$ cat src/rtl/core/gre_pkg.sv
`timescale 1ns / 1ps

package gre_pkg;

  localparam int MAX_ROWS  = 32;
  localparam int MAX_COLS  = 64;
  localparam int ROW_W     = $clog2(MAX_ROWS);
  localparam int COL_W     = $clog2(MAX_COLS);
  localparam int ROW_CNT_W = $clog2(MAX_ROWS + 1);
  localparam int COL_CNT_W = $clog2(MAX_COLS + 1);
  localparam int CFG_W     = 7;
  localparam int STEP_W    = 4;

  typedef logic [MAX_COLS-1:0] row_t;

  // configuration register indexes
  localparam logic CFG_ROWS_IN_USE = 1'b0;
  localparam logic CFG_COLS_IN_USE = 1'b1;

  // item kinds
  localparam logic KIND_WRITE = 1'b0;
  localparam logic KIND_FIND  = 1'b1;

  typedef enum logic [3:0] {
    ACT_NONE,
    ACT_LOAD,
    ACT_CELL_WR,
    ACT_SCAN_EVAL,
    ACT_EXT_EVAL,
    ACT_Y_TOP,
    ACT_CLR_WR,
    ACT_EMIT_HIT,
    ACT_EMIT_NONE
  } act_t;

  typedef enum logic [3:0] {
    COND_NEVER,
    COND_ALWAYS,
    COND_ITEM,
    COND_IS_FIND,
    COND_Y_END,
    COND_NO_HIT,
    COND_LEFT_SET,
    COND_Y_PAST,
    COND_OUT_FREE
  } cond_t;

  typedef struct packed {
    logic              rd;
    act_t              act;
    cond_t             cond;
    logic              hold;
    logic [STEP_W-1:0] target;
  } ucode_t;

  typedef struct packed {
    logic item;
    logic is_find;
    logic y_end;
    logic hit;
    logic left_set;
    logic y_past;
    logic out_free;
  } status_t;

endpackage

$ cat src/rtl/core/gre_item_if.sv
`timescale 1ns / 1ps

interface gre_item_if;
  logic                      valid;
  logic                      ready;
  logic                      kind;
  logic [gre_pkg::ROW_W-1:0] cell_row;
  logic [gre_pkg::COL_W-1:0] cell_col;
  logic                      is_wall;

  modport source (output valid, kind, cell_row, cell_col, is_wall, input ready);
  modport sink (input valid, kind, cell_row, cell_col, is_wall, output ready);
endinterface

$ cat src/rtl/core/gre_rect_if.sv
`timescale 1ns / 1ps

interface gre_rect_if;
  logic                      valid;
  logic                      ready;
  logic                      found;
  logic [gre_pkg::COL_W-1:0] rect_left;
  logic [gre_pkg::ROW_W-1:0] rect_top;
  logic [gre_pkg::COL_W-1:0] rect_right;
  logic [gre_pkg::ROW_W-1:0] rect_bottom;

  modport source (output valid, found, rect_left, rect_top, rect_right, rect_bottom,
                  input ready);
  modport sink (input valid, found, rect_left, rect_top, rect_right, rect_bottom,
                output ready);
endinterface

$ cat src/rtl/core/gre_grid.sv
`timescale 1ns / 1ps

module gre_grid (
  input  logic                      clk,
  input  logic                      rst,
  input  logic                      rd_en,
  input  logic                      we,
  input  logic [gre_pkg::ROW_W-1:0] addr,
  input  gre_pkg::row_t             wdata,
  output gre_pkg::row_t             rdata
);

  gre_pkg::row_t                mem [gre_pkg::MAX_ROWS];
  logic [gre_pkg::MAX_ROWS-1:0] row_ok;
  gre_pkg::row_t                rd_q;
  logic                         rd_ok;

  always_ff @(posedge clk) begin
    if (we) begin
      mem[addr] <= wdata;
    end
    if (rd_en) begin
      rd_q  <= mem[addr];
      rd_ok <= row_ok[addr];
    end
  end

  // a row never written since reset reads as empty
  always_ff @(posedge clk) begin
    if (rst) begin
      row_ok <= '0;
    end else if (we) begin
      row_ok[addr] <= 1'b1;
    end
  end

  assign rdata = rd_ok ? rd_q : '0;

endmodule

$ cat src/rtl/core/gre_seq.sv
`timescale 1ns / 1ps

module gre_seq (
  input  logic              clk,
  input  logic              rst,
  input  gre_pkg::status_t  status,
  output gre_pkg::ucode_t   ctrl
);

  logic [gre_pkg::STEP_W-1:0] step;
  logic [gre_pkg::STEP_W-1:0] step_next;
  logic                       take;

  function automatic gre_pkg::ucode_t rom(input logic [gre_pkg::STEP_W-1:0] s);
    gre_pkg::ucode_t w;
    w = '{rd: 1'b0, act: gre_pkg::ACT_NONE, cond: gre_pkg::COND_ALWAYS, hold: 1'b0,
          target: gre_pkg::STEP_W'(0)};
    case (s)
      // wait for an item
      4'd0:  w = '{1'b0, gre_pkg::ACT_LOAD, gre_pkg::COND_ITEM, 1'b1, 4'd1};
      4'd1:  w = '{1'b0, gre_pkg::ACT_NONE, gre_pkg::COND_IS_FIND, 1'b0, 4'd4};
      // cell write: read row, merge bit
      4'd2:  w = '{1'b1, gre_pkg::ACT_NONE, gre_pkg::COND_NEVER, 1'b0, 4'd0};
      4'd3:  w = '{1'b0, gre_pkg::ACT_CELL_WR, gre_pkg::COND_ALWAYS, 1'b0, 4'd0};
      // raster scan for the corner
      4'd4:  w = '{1'b1, gre_pkg::ACT_NONE, gre_pkg::COND_Y_END, 1'b0, 4'd12};
      4'd5:  w = '{1'b0, gre_pkg::ACT_SCAN_EVAL, gre_pkg::COND_NO_HIT, 1'b0, 4'd4};
      // extend down, shrink right edge
      4'd6:  w = '{1'b1, gre_pkg::ACT_NONE, gre_pkg::COND_Y_PAST, 1'b0, 4'd8};
      4'd7:  w = '{1'b0, gre_pkg::ACT_EXT_EVAL, gre_pkg::COND_LEFT_SET, 1'b0, 4'd6};
      // clear pass
      4'd8:  w = '{1'b0, gre_pkg::ACT_Y_TOP, gre_pkg::COND_NEVER, 1'b0, 4'd0};
      4'd9:  w = '{1'b1, gre_pkg::ACT_NONE, gre_pkg::COND_Y_PAST, 1'b0, 4'd11};
      4'd10: w = '{1'b0, gre_pkg::ACT_CLR_WR, gre_pkg::COND_ALWAYS, 1'b0, 4'd9};
      // report
      4'd11: w = '{1'b0, gre_pkg::ACT_EMIT_HIT, gre_pkg::COND_OUT_FREE, 1'b1, 4'd0};
      4'd12: w = '{1'b0, gre_pkg::ACT_EMIT_NONE, gre_pkg::COND_OUT_FREE, 1'b1, 4'd0};
      default: w = '{1'b0, gre_pkg::ACT_NONE, gre_pkg::COND_ALWAYS, 1'b0, 4'd0};
    endcase
    return w;
  endfunction

  assign ctrl = rom(step);

  always_comb begin
    case (ctrl.cond)
      gre_pkg::COND_NEVER:    take = 1'b0;
      gre_pkg::COND_ALWAYS:   take = 1'b1;
      gre_pkg::COND_ITEM:     take = status.item;
      gre_pkg::COND_IS_FIND:  take = status.is_find;
      gre_pkg::COND_Y_END:    take = status.y_end;
      gre_pkg::COND_NO_HIT:   take = !status.hit;
      gre_pkg::COND_LEFT_SET: take = status.left_set;
      gre_pkg::COND_Y_PAST:   take = status.y_past;
      gre_pkg::COND_OUT_FREE: take = status.out_free;
      default:                take = 1'b1;
    endcase
  end

  always_comb begin
    if (take) begin
      step_next = ctrl.target;
    end else if (ctrl.hold) begin
      step_next = step;
    end else begin
      step_next = step + gre_pkg::STEP_W'(1);
    end
  end

  always_ff @(posedge clk) begin
    if (rst) begin
      step <= '0;
    end else begin
      step <= step_next;
    end
  end

endmodule

$ cat src/rtl/core/gre_dpath.sv
`timescale 1ns / 1ps

module gre_dpath (
  input  logic                          clk,
  input  logic                          rst,
  input  gre_pkg::ucode_t               ctrl,
  input  logic [gre_pkg::ROW_CNT_W-1:0] nrows,
  input  logic [gre_pkg::COL_CNT_W-1:0] ncols,
  gre_item_if.sink                      item,
  gre_rect_if.source                    rect,
  output logic                          grid_rd,
  output logic                          grid_we,
  output logic [gre_pkg::ROW_W-1:0]     grid_addr,
  output gre_pkg::row_t                 grid_wdata,
  input  gre_pkg::row_t                 grid_rdata,
  output gre_pkg::status_t              status
);

  logic                          kind_r;
  logic                          wall_r;
  logic [gre_pkg::COL_W-1:0]     col_r;
  logic [gre_pkg::ROW_CNT_W-1:0] y;
  logic [gre_pkg::ROW_W-1:0]     top;
  logic [gre_pkg::ROW_W-1:0]     bottom;
  logic [gre_pkg::COL_W-1:0]     left;
  logic [gre_pkg::COL_W-1:0]     right;

  gre_pkg::row_t                 col_mask;
  gre_pkg::row_t                 up_mask;
  gre_pkg::row_t                 span_mask;
  gre_pkg::row_t                 scan_bits;
  gre_pkg::row_t                 gap_bits;
  gre_pkg::row_t                 cell_bit;
  logic [gre_pkg::COL_W-1:0]     first_set;
  logic [gre_pkg::COL_W-1:0]     first_gap;
  logic [gre_pkg::COL_CNT_W-1:0] gap_pos;
  logic [gre_pkg::COL_CNT_W-1:0] run_end;
  logic                          accept;
  logic                          out_free;

  function automatic logic [gre_pkg::COL_W-1:0] lowest_set(input gre_pkg::row_t v);
    logic [gre_pkg::COL_W-1:0] idx;
    idx = '0;
    for (int i = gre_pkg::MAX_COLS - 1; i >= 0; i--) begin
      if (v[i]) begin
        idx = gre_pkg::COL_W'(i);
      end
    end
    return idx;
  endfunction

  assign accept     = item.valid && item.ready;
  assign item.ready = !rst && (ctrl.act == gre_pkg::ACT_LOAD);
  assign out_free   = !rect.valid || rect.ready;

  always_comb begin
    for (int i = 0; i < gre_pkg::MAX_COLS; i++) begin
      col_mask[i]  = (gre_pkg::COL_CNT_W'(i) < ncols);
      up_mask[i]   = (gre_pkg::COL_W'(i) >= left);
      span_mask[i] = (gre_pkg::COL_W'(i) >= left) && (gre_pkg::COL_W'(i) <= right);
    end
  end

  assign scan_bits = grid_rdata & col_mask;
  assign gap_bits  = ~grid_rdata & up_mask;
  assign first_set = lowest_set(scan_bits);
  assign first_gap = lowest_set(gap_bits);
  // no clear cell to the right means the run reaches the last column
  assign gap_pos   = (gap_bits == '0) ? gre_pkg::COL_CNT_W'(gre_pkg::MAX_COLS)
                                      : {1'b0, first_gap};
  assign run_end   = gap_pos - gre_pkg::COL_CNT_W'(1);
  assign cell_bit  = gre_pkg::row_t'(1) << col_r;

  assign grid_rd   = ctrl.rd;
  assign grid_addr = y[gre_pkg::ROW_W-1:0];
  assign grid_we   = (ctrl.act == gre_pkg::ACT_CELL_WR) || (ctrl.act == gre_pkg::ACT_CLR_WR);

  always_comb begin
    if (ctrl.act == gre_pkg::ACT_CELL_WR) begin
      grid_wdata = wall_r ? (grid_rdata | cell_bit) : (grid_rdata & ~cell_bit);
    end else begin
      grid_wdata = grid_rdata & ~span_mask;
    end
  end

  assign status.item     = accept;
  assign status.is_find  = (kind_r == gre_pkg::KIND_FIND);
  assign status.y_end    = (y >= nrows);
  assign status.hit      = (scan_bits != '0);
  assign status.left_set = grid_rdata[left];
  assign status.y_past   = (y > {1'b0, bottom});
  assign status.out_free = out_free;

  always_ff @(posedge clk) begin
    case (ctrl.act)
      gre_pkg::ACT_LOAD: begin
        if (accept) begin
          kind_r <= item.kind;
          wall_r <= item.is_wall;
          col_r  <= item.cell_col;
          y      <= (item.kind == gre_pkg::KIND_FIND) ? '0 : {1'b0, item.cell_row};
          right  <= gre_pkg::COL_W'(ncols - gre_pkg::COL_CNT_W'(1));
          bottom <= gre_pkg::ROW_W'(nrows - gre_pkg::ROW_CNT_W'(1));
        end
      end
      gre_pkg::ACT_SCAN_EVAL: begin
        if (status.hit) begin
          left <= first_set;
          top  <= y[gre_pkg::ROW_W-1:0];
        end else begin
          y <= y + gre_pkg::ROW_CNT_W'(1);
        end
      end
      gre_pkg::ACT_EXT_EVAL: begin
        if (status.left_set) begin
          if (run_end < {1'b0, right}) begin
            right <= run_end[gre_pkg::COL_W-1:0];
          end
          y <= y + gre_pkg::ROW_CNT_W'(1);
        end else begin
          bottom <= gre_pkg::ROW_W'(y - gre_pkg::ROW_CNT_W'(1));
        end
      end
      gre_pkg::ACT_Y_TOP: begin
        y <= {1'b0, top};
      end
      gre_pkg::ACT_CLR_WR: begin
        y <= y + gre_pkg::ROW_CNT_W'(1);
      end
      default: begin
      end
    endcase
  end

  // result register
  always_ff @(posedge clk) begin
    if (rst) begin
      rect.valid <= 1'b0;
    end else if (out_free && ((ctrl.act == gre_pkg::ACT_EMIT_HIT) ||
                              (ctrl.act == gre_pkg::ACT_EMIT_NONE))) begin
      rect.valid <= 1'b1;
    end else if (rect.ready) begin
      rect.valid <= 1'b0;
    end
  end

  always_ff @(posedge clk) begin
    if (out_free && (ctrl.act == gre_pkg::ACT_EMIT_HIT)) begin
      rect.found       <= 1'b1;
      rect.rect_left   <= left;
      rect.rect_top    <= top;
      rect.rect_right  <= right;
      rect.rect_bottom <= bottom;
    end else if (out_free && (ctrl.act == gre_pkg::ACT_EMIT_NONE)) begin
      rect.found       <= 1'b0;
      rect.rect_left   <= '0;
      rect.rect_top    <= '0;
      rect.rect_right  <= '0;
      rect.rect_bottom <= '0;
    end
  end

endmodule

$ cat src/rtl/core/greedy_rectangle_extractor_unit.sv
`timescale 1ns / 1ps
// Cell write: the row is read, the cell bit merged and the row written back, with no
// result transaction. Find: a corner scan reads rows 0..top, an extension reads rows
// top..bottom until a clear left cell or the last row ends it, a clear pass rewrites
// rows top..bottom, and the result is emitted once the output register is free.
// Synchronous reset idles the sequencer, empties the grid through per-row valid
// bits at once, and loads rows_in_use = 32, cols_in_use = 64.
module greedy_rectangle_extractor_unit (
  input  logic                      clk,
  input  logic                      rst,
  input  logic                      cfg_we,
  input  logic                      cfg_index,
  input  logic [gre_pkg::CFG_W-1:0] cfg_data,
  gre_item_if.sink                  item,
  gre_rect_if.source                rect
);

  // Configuration registers; the user writes them only while the unit is idle, not enforced here.
  logic [gre_pkg::ROW_CNT_W-1:0] rows_in_use;
  logic [gre_pkg::COL_CNT_W-1:0] cols_in_use;

  // Region actually searched: register values clamped to the grid size.
  logic [gre_pkg::ROW_CNT_W-1:0] nrows;
  logic [gre_pkg::COL_CNT_W-1:0] ncols;

  gre_pkg::ucode_t               ctrl;
  gre_pkg::status_t              status;
  logic                          grid_rd;
  logic                          grid_we;
  logic [gre_pkg::ROW_W-1:0]     grid_addr;
  gre_pkg::row_t                 grid_wdata;
  gre_pkg::row_t                 grid_rdata;

  always_ff @(posedge clk) begin
    if (rst) begin
      rows_in_use <= gre_pkg::ROW_CNT_W'(gre_pkg::MAX_ROWS);
      cols_in_use <= gre_pkg::COL_CNT_W'(gre_pkg::MAX_COLS);
    end else if (cfg_we) begin
      case (cfg_index)
        gre_pkg::CFG_ROWS_IN_USE: rows_in_use <= cfg_data[gre_pkg::ROW_CNT_W-1:0];
        gre_pkg::CFG_COLS_IN_USE: cols_in_use <= cfg_data[gre_pkg::COL_CNT_W-1:0];
        default: begin
        end
      endcase
    end
  end

  // A zero row count leaves an empty region: the scan ends at once with no hit; a zero column count also gives no hit.
  assign nrows = (rows_in_use > gre_pkg::ROW_CNT_W'(gre_pkg::MAX_ROWS))
                 ? gre_pkg::ROW_CNT_W'(gre_pkg::MAX_ROWS) : rows_in_use;
  assign ncols = (cols_in_use > gre_pkg::COL_CNT_W'(gre_pkg::MAX_COLS))
                 ? gre_pkg::COL_CNT_W'(gre_pkg::MAX_COLS) : cols_in_use;

  // Step counter and control store: one control word per cycle, held on a wait step
  // until its condition is met, with conditional jumps on datapath status.
  gre_seq u_seq (
    .clk    (clk),
    .rst    (rst),
    .status (status),
    .ctrl   (ctrl)
  );

  // Row registers, bit searches, masks and the result register.
  gre_dpath u_dpath (
    .clk        (clk),
    .rst        (rst),
    .ctrl       (ctrl),
    .nrows      (nrows),
    .ncols      (ncols),
    .item       (item),
    .rect       (rect),
    .grid_rd    (grid_rd),
    .grid_we    (grid_we),
    .grid_addr  (grid_addr),
    .grid_wdata (grid_wdata),
    .grid_rdata (grid_rdata),
    .status     (status)
  );

  // Occupancy grid, one word per row; writes are read-modify-write over two control
  // steps and scans only read, so one shared address suffices.
  gre_grid u_grid (
    .clk   (clk),
    .rst   (rst),
    .rd_en (grid_rd),
    .we    (grid_we),
    .addr  (grid_addr),
    .wdata (grid_wdata),
    .rdata (grid_rdata)
  );

endmodule
$ cat src/flat_wrapper.sv
// flat-port wrapper written by rule: the top's interface ports become plain ports
module greedy_rectangle_extractor_unit_flat 
  (clk, rst, cfg_we, cfg_index, cfg_data, item_valid, item_kind, item_cell_row, item_cell_col, item_is_wall, item_ready, rect_valid, rect_found, rect_rect_left, rect_rect_top, rect_rect_right, rect_rect_bottom, rect_ready);
  gre_item_if item_i ();
  gre_rect_if rect_i ();
  input  logic clk;
  input  logic rst;
  input  logic cfg_we;
  input  logic cfg_index;
  input  logic [gre_pkg::CFG_W-1:0] cfg_data;
  input wire logic [$bits(item_i.valid)-1:0] item_valid;
  input wire logic [$bits(item_i.kind)-1:0] item_kind;
  input wire logic [$bits(item_i.cell_row)-1:0] item_cell_row;
  input wire logic [$bits(item_i.cell_col)-1:0] item_cell_col;
  input wire logic [$bits(item_i.is_wall)-1:0] item_is_wall;
  output wire logic [$bits(item_i.ready)-1:0] item_ready;
  output wire logic [$bits(rect_i.valid)-1:0] rect_valid;
  output wire logic [$bits(rect_i.found)-1:0] rect_found;
  output wire logic [$bits(rect_i.rect_left)-1:0] rect_rect_left;
  output wire logic [$bits(rect_i.rect_top)-1:0] rect_rect_top;
  output wire logic [$bits(rect_i.rect_right)-1:0] rect_rect_right;
  output wire logic [$bits(rect_i.rect_bottom)-1:0] rect_rect_bottom;
  input wire logic [$bits(rect_i.ready)-1:0] rect_ready;
  assign item_i.valid = item_valid;
  assign item_i.kind = item_kind;
  assign item_i.cell_row = item_cell_row;
  assign item_i.cell_col = item_cell_col;
  assign item_i.is_wall = item_is_wall;
  assign item_ready = item_i.ready;
  assign rect_valid = rect_i.valid;
  assign rect_found = rect_i.found;
  assign rect_rect_left = rect_i.rect_left;
  assign rect_rect_top = rect_i.rect_top;
  assign rect_rect_right = rect_i.rect_right;
  assign rect_rect_bottom = rect_i.rect_bottom;
  assign rect_i.ready = rect_ready;
  greedy_rectangle_extractor_unit u_core (.clk(clk), .rst(rst), .cfg_we(cfg_we), .cfg_index(cfg_index), .cfg_data(cfg_data), .item(item_i), .rect(rect_i));
endmodule
$ cat config.mk
export PLATFORM = sky130hd
export DESIGN_NAME = greedy_rectangle_extractor_unit_flat
export DESIGN_NICKNAME = d
export VERILOG_FILES = /design/src/rtl/core/gre_pkg.sv /design/src/rtl/core/gre_item_if.sv /design/src/rtl/core/gre_rect_if.sv /design/src/rtl/core/gre_grid.sv /design/src/rtl/core/gre_seq.sv /design/src/rtl/core/gre_dpath.sv /design/src/rtl/core/greedy_rectangle_extractor_unit.sv /design/src/flat_wrapper.sv
export SDC_FILE = /design/constraint.sdc
export NUM_CORES = 2
export LEC_CHECK = 0
export BUFFER_PORTS_ARGS = -buffer_cell sky130_fd_sc_hd__buf_2
export CAP_MARGIN = 20
export CORE_ASPECT_RATIO = 0.8
export CORE_MARGIN = 4
export CORE_UTILIZATION = 60
export CTS_CLUSTER_DIAMETER = 60
export DETAILED_ROUTE_END_ITERATION = 12
export HOLD_SLACK_MARGIN = 0.12
export PLACE_DENSITY_LB_ADDON = 0.15
export SLEW_MARGIN = 20
export SYNTH_ARGS = -nofsm -noshare
export SYNTH_HDL_FRONTEND = slang
export SYNTH_SLANG_ARGS = --single-unit
$ cat constraint.sdc
create_clock -name clk -period 11.5 [get_ports clk]
set_clock_uncertainty 0.15 [all_clocks]
set_input_delay 1.725 -clock clk [delete_from_list [all_inputs] [get_ports clk]]
set_output_delay 1.725 -clock clk [all_outputs]
set_load 0.01 [all_outputs]
Word-level counts from Yosys, hierarchy flattened
Memories as Yosys holds them, arrays and structs flattened. A register that Yosys moved wholly into a read port is not among the register bits.
Cells that the tools add are included.
- shifts and indexed selects: 1
- bitwise logic cells: 10
- magnitude comparators: 200
- muxes and demuxes: 166
- reductions and logical operators: 95
- add/subtract/negate cells: 6
- equal/unequal tests: 21
- operator list (cell ; number):
    $mux 6 ; 106
    $and 64x64->64 ; 4
    $lt 6x7->1 const A ; 32
    $ge 6x6->1 const A ; 32
    $le 6x6->1 const A ; 32
    $mux 64 ; 3
    $not 64->64 ; 3
    $lt 5x7->1 const A ; 16
    $mux 5 ; 22
    $ge 5x6->1 const A ; 16
    $le 5x6->1 const A ; 16
    $logic_and 1x1->1 ; 70
    $logic_not 64->1 ; 1
    $or 64x64->64 ; 1
    $reduce_bool 64->1 ; 1
    $shl 1x6->64 const A ; 1
    $lt 4x7->1 const A ; 8
    $ge 4x6->1 const A ; 8
    $le 4x6->1 const A ; 8
    $mux 4 ; 12
    $eq 4x3->1 const B ; 8
    $or 32x32->32 ; 1
    $reduce_or 32->1 ; 1
    $pmux 6 s5 ; 1
    50 further kinds ; 96
- register bits: 110
- output and inout port bits: 25
- memory bits (writable): 2048
- logic and storage cells: 525
- memory bits (read-only): 224
- memories kept: 2
- input bits: 26
- memory list (memory ; words ; width ; rd ports ; clocked after Yosys merged registers in ; write ports ; line ; RTL):
    u_core.u_grid.mem ; 32 ; 64 ; 1 ; 1 ; 1 ; gre_grid.sv:13 ; gre_pkg::row_t mem [gre_pkg::MAX_ROWS];
    (no name shown) ; 16 ; 14 ; 1 ; 1 ; 0 ; gre_seq.sv:18 ; case (s)

Logic depth before layout (Yosys ltp)
- word-level depth: 73
- gate-level depth with buffers: 23
- depth with buffers taken out: 18

Modules after synthesis
Synthesis repeated with hierarchy kept, for this count alone.
- cells, all modules: 5822
- area, all modules: 92223.4 µm²
- by module, submodules not included (module ; instances ; seq. area each (µm²) ; cells an instance ; area each (µm²)):
    gre_grid ; 1 ; 64091.5 ; 4335 ; 81016.5
    gre_dpath ; 1 ; 1781.7 ; 1305 ; 9476.6
    gre_seq ; 1 ; 360.3 ; 117 ; 1101.1
    greedy_rectangle_extractor_unit ; 1 ; 260.2 ; 65 ; 629.4

Least setup slack after synthesis
No wires, ideal clock.
- kind: input port to flip-flop
- start: input rst
- end: register u_core.u_seq.ctrl[5] (netlist name)
- path slack: 6.560 ns
- stages: 16
- setup time: 0.122 ns
- buffers on the path: 1
- data required time: 11.228 ns
- arrival time: 4.667 ns
- cell sequence: nor3_1 > and4_1 > clkbuf_1 > a31oi_1 > nand2b_1 > a32oi_1 > o32ai_2 > nor2_4 > nor2_1 > a211oi_1 > inv_1 > ha_1 > inv_1 > nor2_1 > o21a_1 > a311o_1
- word-level cells in the longest chain between the ends: 7
- elaborated cells between the ends (all ways): 8
- those cells by class: eq/ne: 1; mux: 4; reduce/logical: 3
- RTL lines (element ; line ; RTL):
    start: declaration ; flat_wrapper.sv:7 ; input logic rst;
    $logic_not 1->1 ; gre_dpath.sv:53 ; assign item.ready = !rst && (ctrl.act == gre_pkg::ACT_LOAD);
    $logic_and 1x1->1 ; gre_dpath.sv:53 ;
    $logic_and 1x1->1 ; gre_dpath.sv:52 ; assign accept = item.valid && item.ready;
    $pmux 1 s8 ; gre_seq.sv:46 ; case (ctrl.cond)
    $ne 2x2->1 (no source line) or $mux 4 (tied branches) ; -- ;
    $mux 4 (no source line) ; -- ;
    $mux 4 (no source line) * ; -- ;
Mark *: on every way between the ends. The rest lies on a longest branch, timed or not.
A chain may end at the register's enable or synchronous reset.

Worst setup path in the final report
- start: register u_core.u_dpath.left[1] (netlist bit)
- end: register u_core.u_dpath.right[4] (netlist bit), enable pin
- word-level cells in the longest chain between the ends: 71
- elaborated cells between the ends (all ways): 138
- those cells by class: add/sub: 1; order compare: 65; eq/ne: 2; mux: 67; bitwise: 1; reduce/logical: 2
- RTL lines (element ; line ; RTL):
    start: declaration ; gre_dpath.sv:25 ; logic [gre_pkg::COL_W-1:0] left;
    start signal: assignment ; gre_dpath.sv:108 ; left <= first_set;
    $ge 6x6->1 ; gre_dpath.sv:59 ; up_mask[i] = (gre_pkg::COL_W'(i) >= left);
    $and 64x64->64 ; gre_dpath.sv:65 ; assign gap_bits = ~grid_rdata & up_mask;
    $mux 6 (64 in series) ; gre_dpath.sv:45 ; if (v[i]) begin
    $mux 7 ; gre_dpath.sv:69 ; assign gap_pos = (gap_bits == '0) ? gre_pkg::COL_CNT_W'(gre_pkg::MAX_COLS)
    $sub 7x1->7 ; gre_dpath.sv:71 ; assign run_end = gap_pos - gre_pkg::COL_CNT_W'(1);
    $lt 7x6->1 ; gre_dpath.sv:116 ; if (run_end < {1'b0, right}) begin
    $ne 2x2->1 (no source line) ; -- ;
    $reduce_and 4->1 (no source line) * ; -- ;
    end signal: assignment ; gre_dpath.sv:102 ; right <= gre_pkg::COL_W'(ncols - gre_pkg::COL_CNT_W'(1));
    end signal: assignment ; gre_dpath.sv:117 ; right <= run_end[gre_pkg::COL_W-1:0];
    end: declaration ; gre_dpath.sv:26 ; logic [gre_pkg::COL_W-1:0] right;
Mark *: on every way between the ends. The rest lies on a longest branch, timed or not. The select of a mux whose other input is x is not followed.

==> results by group <==
Status
  • Status: finished, final reports clean

Pwr
  • Total power: 20.3 mW
  • Clock power frac: 32.6%
  • Sequential Power Share: 47.0%
  • Switching Power: 5.77 mW
  • VDD IR-drop max: 0.211 mV
  • Combinational share of power: 20.4%
  • Pleak: 32.1 nW
  • Internal power: 14.5 mW
  • Pwr dens: 200 nW/um2
  • Sw Ratio: 28.4%

Synth
  • Xor and xnor area share after synthesis: 0.154%
  • Post-synth ARST share: 0%
  • Complex-gate fraction of the synthesized area: 6.85%
  • Syn Nets: 4968
  • Combinational family with the most area after synthesis: multiplexers
  • Cell taking the most area after synthesis: edfxtp_1
  • Post-synth EDFFs: 2171
  • Synth Flop Type: edfxtp_1
  • Simple-Gate Fraction of Synth Area: 4.52%
  • Top post-synthesis cells by area: edfxtp_1, mux4_2, a22oi_1
  • Synth top cells by count: edfxtp_1, mux4_2, a22oi_1
  • Post-synth cell types: 105
  • Adder-Cell Fraction of Synth Area: 0.425%
  • Register area share after synthesis: 72.9%
  • Flops & latches, synth: 2236
  • Most common cell in the netlist: edfxtp_1
  • Synth top area share: 71.5%
  • Synthesized instance count: 4911
  • Syn_area_per_cell: 18.6 um2
  • Yosys warnings: 0
  • Post-synthesis mux area share: 13.5%
  • Mapped cell area: 91200 um2

Hold path
  • Hold EP: u_core.u_grid.row_ok[8]$_SDFFE_PP0N_
  • Min-delay src: u_core.u_grid.row_ok[8]$_SDFFE_PP0N_
  • Worst Hold Class: reg -> reg
  • Hold Crit Depth: 2

STA
  • Final hold vios: 0
  • Fin crit period: 7110 ps
  • Tcrit/Tclk final: 61.8%
  • Final max-slew violation count: 0
  • Worst Setup Slack, final: 4390 ps
  • Max_slew headroom: 18.1%
  • Worst Tran Pin Value: 1220 ps
  • Fin Setup TNS: 0 ps
  • Final setup violation count: 0
  • Fmax: 141 MHz
  • RSZ-0062 raised after global routing: no

Placement
  • GPL Wtd Cong: 1.04
  • Placed cells: 6833
  • PortBufs: 50
  • Place WS: 4850 ps
  • Detail Placement HPWL: 167 mm

Setup path
  • Crit Path Max Fanout: 45
  • Worst Path Arrival: 7420 ps
  • Startpoint types: flop
  • WP data required: 11810 ps
  • CP bufs+invs: 3
  • Critical-path cell list: buf_4 -> buf_4 -> nand3_1 -> o211ai_1 -> o211ai_1 -> nor4_1 -> o21ai_0 -> a311oi_1 -> nor2_1 -> nor2_1 -> inv_1 -> ha_1 -> and3_1 -> xor2_1 -> ha_1 -> nor2b_1 -> o21ai_0 -> nor4bb_1 -> o311ai_0 -> o21bai_1
  • Reg-to-reg endpoint: u_core.u_dpath.right[4]$_DFFE_PP_
  • Worst setup EP type: flop
  • R2r setup slk: 4390 ps
  • Crit path largest cell delay: 830 ps
  • Cell family with most CP delay: compound AO/OA/AOI/OAI gates
  • Crit Path Category: reg -> reg
  • Worst R2R Start: u_core.u_dpath.left[1]$_SDFFCE_PP0P_
  • R2r worst-path depth: 20
  • Critical path's slowest cell: a311oi_1

Routing
  • Pre-Repair DR Iteration Count: 9
  • DRC: 0
  • Mean number of vias per cell: 7.40
  • Drt total wl: 287 mm
  • Wire per inst: 39.8 um
  • Vias: 53400
  • Antenna Nets Post-Route: 0
  • Initial detailed-routing violation count: 8914

GRT
  • Global route overflow: 0
  • First-pass GRT wire length: 401 mm
  • Antenna violations before repair: 15
  • Largest net degree at the start of global routing: 139
  • Vias in the first global route: 50700
  • GRT Total Usage: 36.6%

Layout
  • Fillers: 9582
  • Area delta synth->final: 11.3%
  • Final std cells w/o fill: 7220
  • Multi-input logic area: 24100 um2
  • Fraction of layout cells with a size suffix above 1: 23.0%
  • FF/Latch Area: 66500 um2
  • Final design utilization: 67.5%
  • Fin nets: 5105

Floorplan
  • Die X-Extent: 444 um
  • Cell Rows: 127
  • Initial Utilization: 60.6%
  • Top Ports: 51
  • Die area: 158000 um2
  • Chip height: 357 um
  • Core area: 150000 um2

Clock network
  • Clock Path Buffers: 3
  • Num Clock Sinks: 2236
  • Number of hold buffers added after cts: 0
  • Post-CTS sizing: 0
  • Total CTS buffers: 203
  • Worst-Skew Late Latency: 850 ps
  • Clk root buf: clkbuf_16
  • CTS clk-pin slew, worst paths: 70 ps
  • H-tree depth: 4
  • CTS tree: done
  • Setup bufs post-CTS: 0

Run
  • Max-cap violation count: 0
==> per-layer routing <==
metal | GRT usage, % | wire length, um
met1 | 55.6 | 113000
met2 | 53.2 | 128000
met3 | 9.38 | 36800
met5 | 0 | 78
met4 | 10.9 | 9280
==> layout make-up <==
cell class	count	share of cell area, %
inverter	49	0.181
clock inverter	127	1.20
tap	1999	2.46
antenna	6	0.0148
sequential	2236	65.5
clock buffer	245	5.20
timing repair buffer	235	1.72
multi-input combinational	2323	23.7
==> placed cells by master, fill, tap and decap left out, types with 12 or more instances in the layout <==
cell,instances
a211oi_1,27
a21o_1,16
a21oi_1,113
a22oi_1,272
a31oi_1,39
and2_1,29
and3_1,14
buf_2,50
buf_4,169
bufinv_16,17
clkbuf_1,40
clkbuf_16,205
clkinv_1,58
clkinv_2,33
dfxtp_1,64
edfxtp_1,2171
ha_1,31
inv_1,46
mux2_2,12
mux4_2,530
nand2_1,220
nand2b_1,29
nand3_1,73
nand4_1,79
nor2_1,188
nor2_4,34
nor2b_1,24
nor3_1,35
nor4_1,27
o2111ai_1,17
o211ai_1,38
o21a_1,20
o21ai_0,104
o21bai_1,17
o22ai_1,19
o31ai_1,12
o31ai_4,14
==> power by group through the flow <==
| stage | combinational (mW) | clock [mW] | sequential, mW |
|---|---|---|---|
| 2_1_floorplan | 2.68 | 0 | 9.59 |
| 6_report | 4.15 | 6.61 | 9.55 |
| 3_3_place_gp | 4.02 | 0 | 9.71 |
| 3_5_place_dp | 4.04 | 0 | 9.70 |
| 5_1_grt | 4.36 | 7.05 | 9.54 |
| 4_1_cts | 4.07 | 6.68 | 9.53 |
==> tightest hold or removal path: stages, from the launching register on <==
cell	delay (ps)
dfxtp_1	320
nor2_1	50
nor2_1	70
==> state kept, by name, summed over array words and instances, names as in the netlist, 6 cells and up <==
| name | count |
|---|---|
| u_core.u_dpath.y | 6 |
| u_core.u_seq.ctrl | 14 |
| u_core.u_dpath.left | 6 |
| u_core.u_grid.mem | 2048 |
| u_core.rows_in_use | 6 |
| u_core.u_dpath.right | 6 |
| u_core.cols_in_use | 7 |
| u_core.u_dpath.rect.rect_left | 6 |
| u_core.u_dpath.rect.rect_right | 6 |
| u_core.u_grid.rd_q | 64 |
| u_core.u_dpath.col_r | 6 |
| u_core.u_grid.row_ok | 32 |
==> worst max-delay path by stage <==
stage,slack (ps),cells past startpoint,to,startpoint
floorplan,6560,16,u_core.u_seq.ctrl[5]$_DFF_P_,rst
global placement,4700,20,u_core.u_dpath.right[1]$_DFFE_PP_,u_core.u_dpath.left[1]$_SDFFCE_PP0P_
detailed placement,4850,20,u_core.u_dpath.right[5]$_DFFE_PP_,u_core.u_dpath.left[1]$_SDFFCE_PP0P_
CTS,4830,20,u_core.u_dpath.right[4]$_DFFE_PP_,u_core.u_dpath.left[1]$_SDFFCE_PP0P_
global route,4350,20,u_core.u_dpath.right[0]$_DFFE_PP_,u_core.u_dpath.left[1]$_SDFFCE_PP0P_
finish,4390,20,u_core.u_dpath.right[4]$_DFFE_PP_,u_core.u_dpath.left[1]$_SDFFCE_PP0P_
==> cell families after synthesis <==
kind of cell	count (synthesis)
AND/OR/NAND/NOR	829
buffers and inverters	352
AO/OA/AOI/OAI	883
adder cells (fa/ha/maj)	31
flip-flops	2236
XOR/XNOR	16
multiplexers	564
==> per-stage QoR <==
step	hold slack [ps]	instance area, um2
floorplan	285	91200
global route	330	101000
detailed placement	302	94800
finish	318	102000
global placement	294	94800
CTS	317	101000
Power figures use the tool's default switching activity.
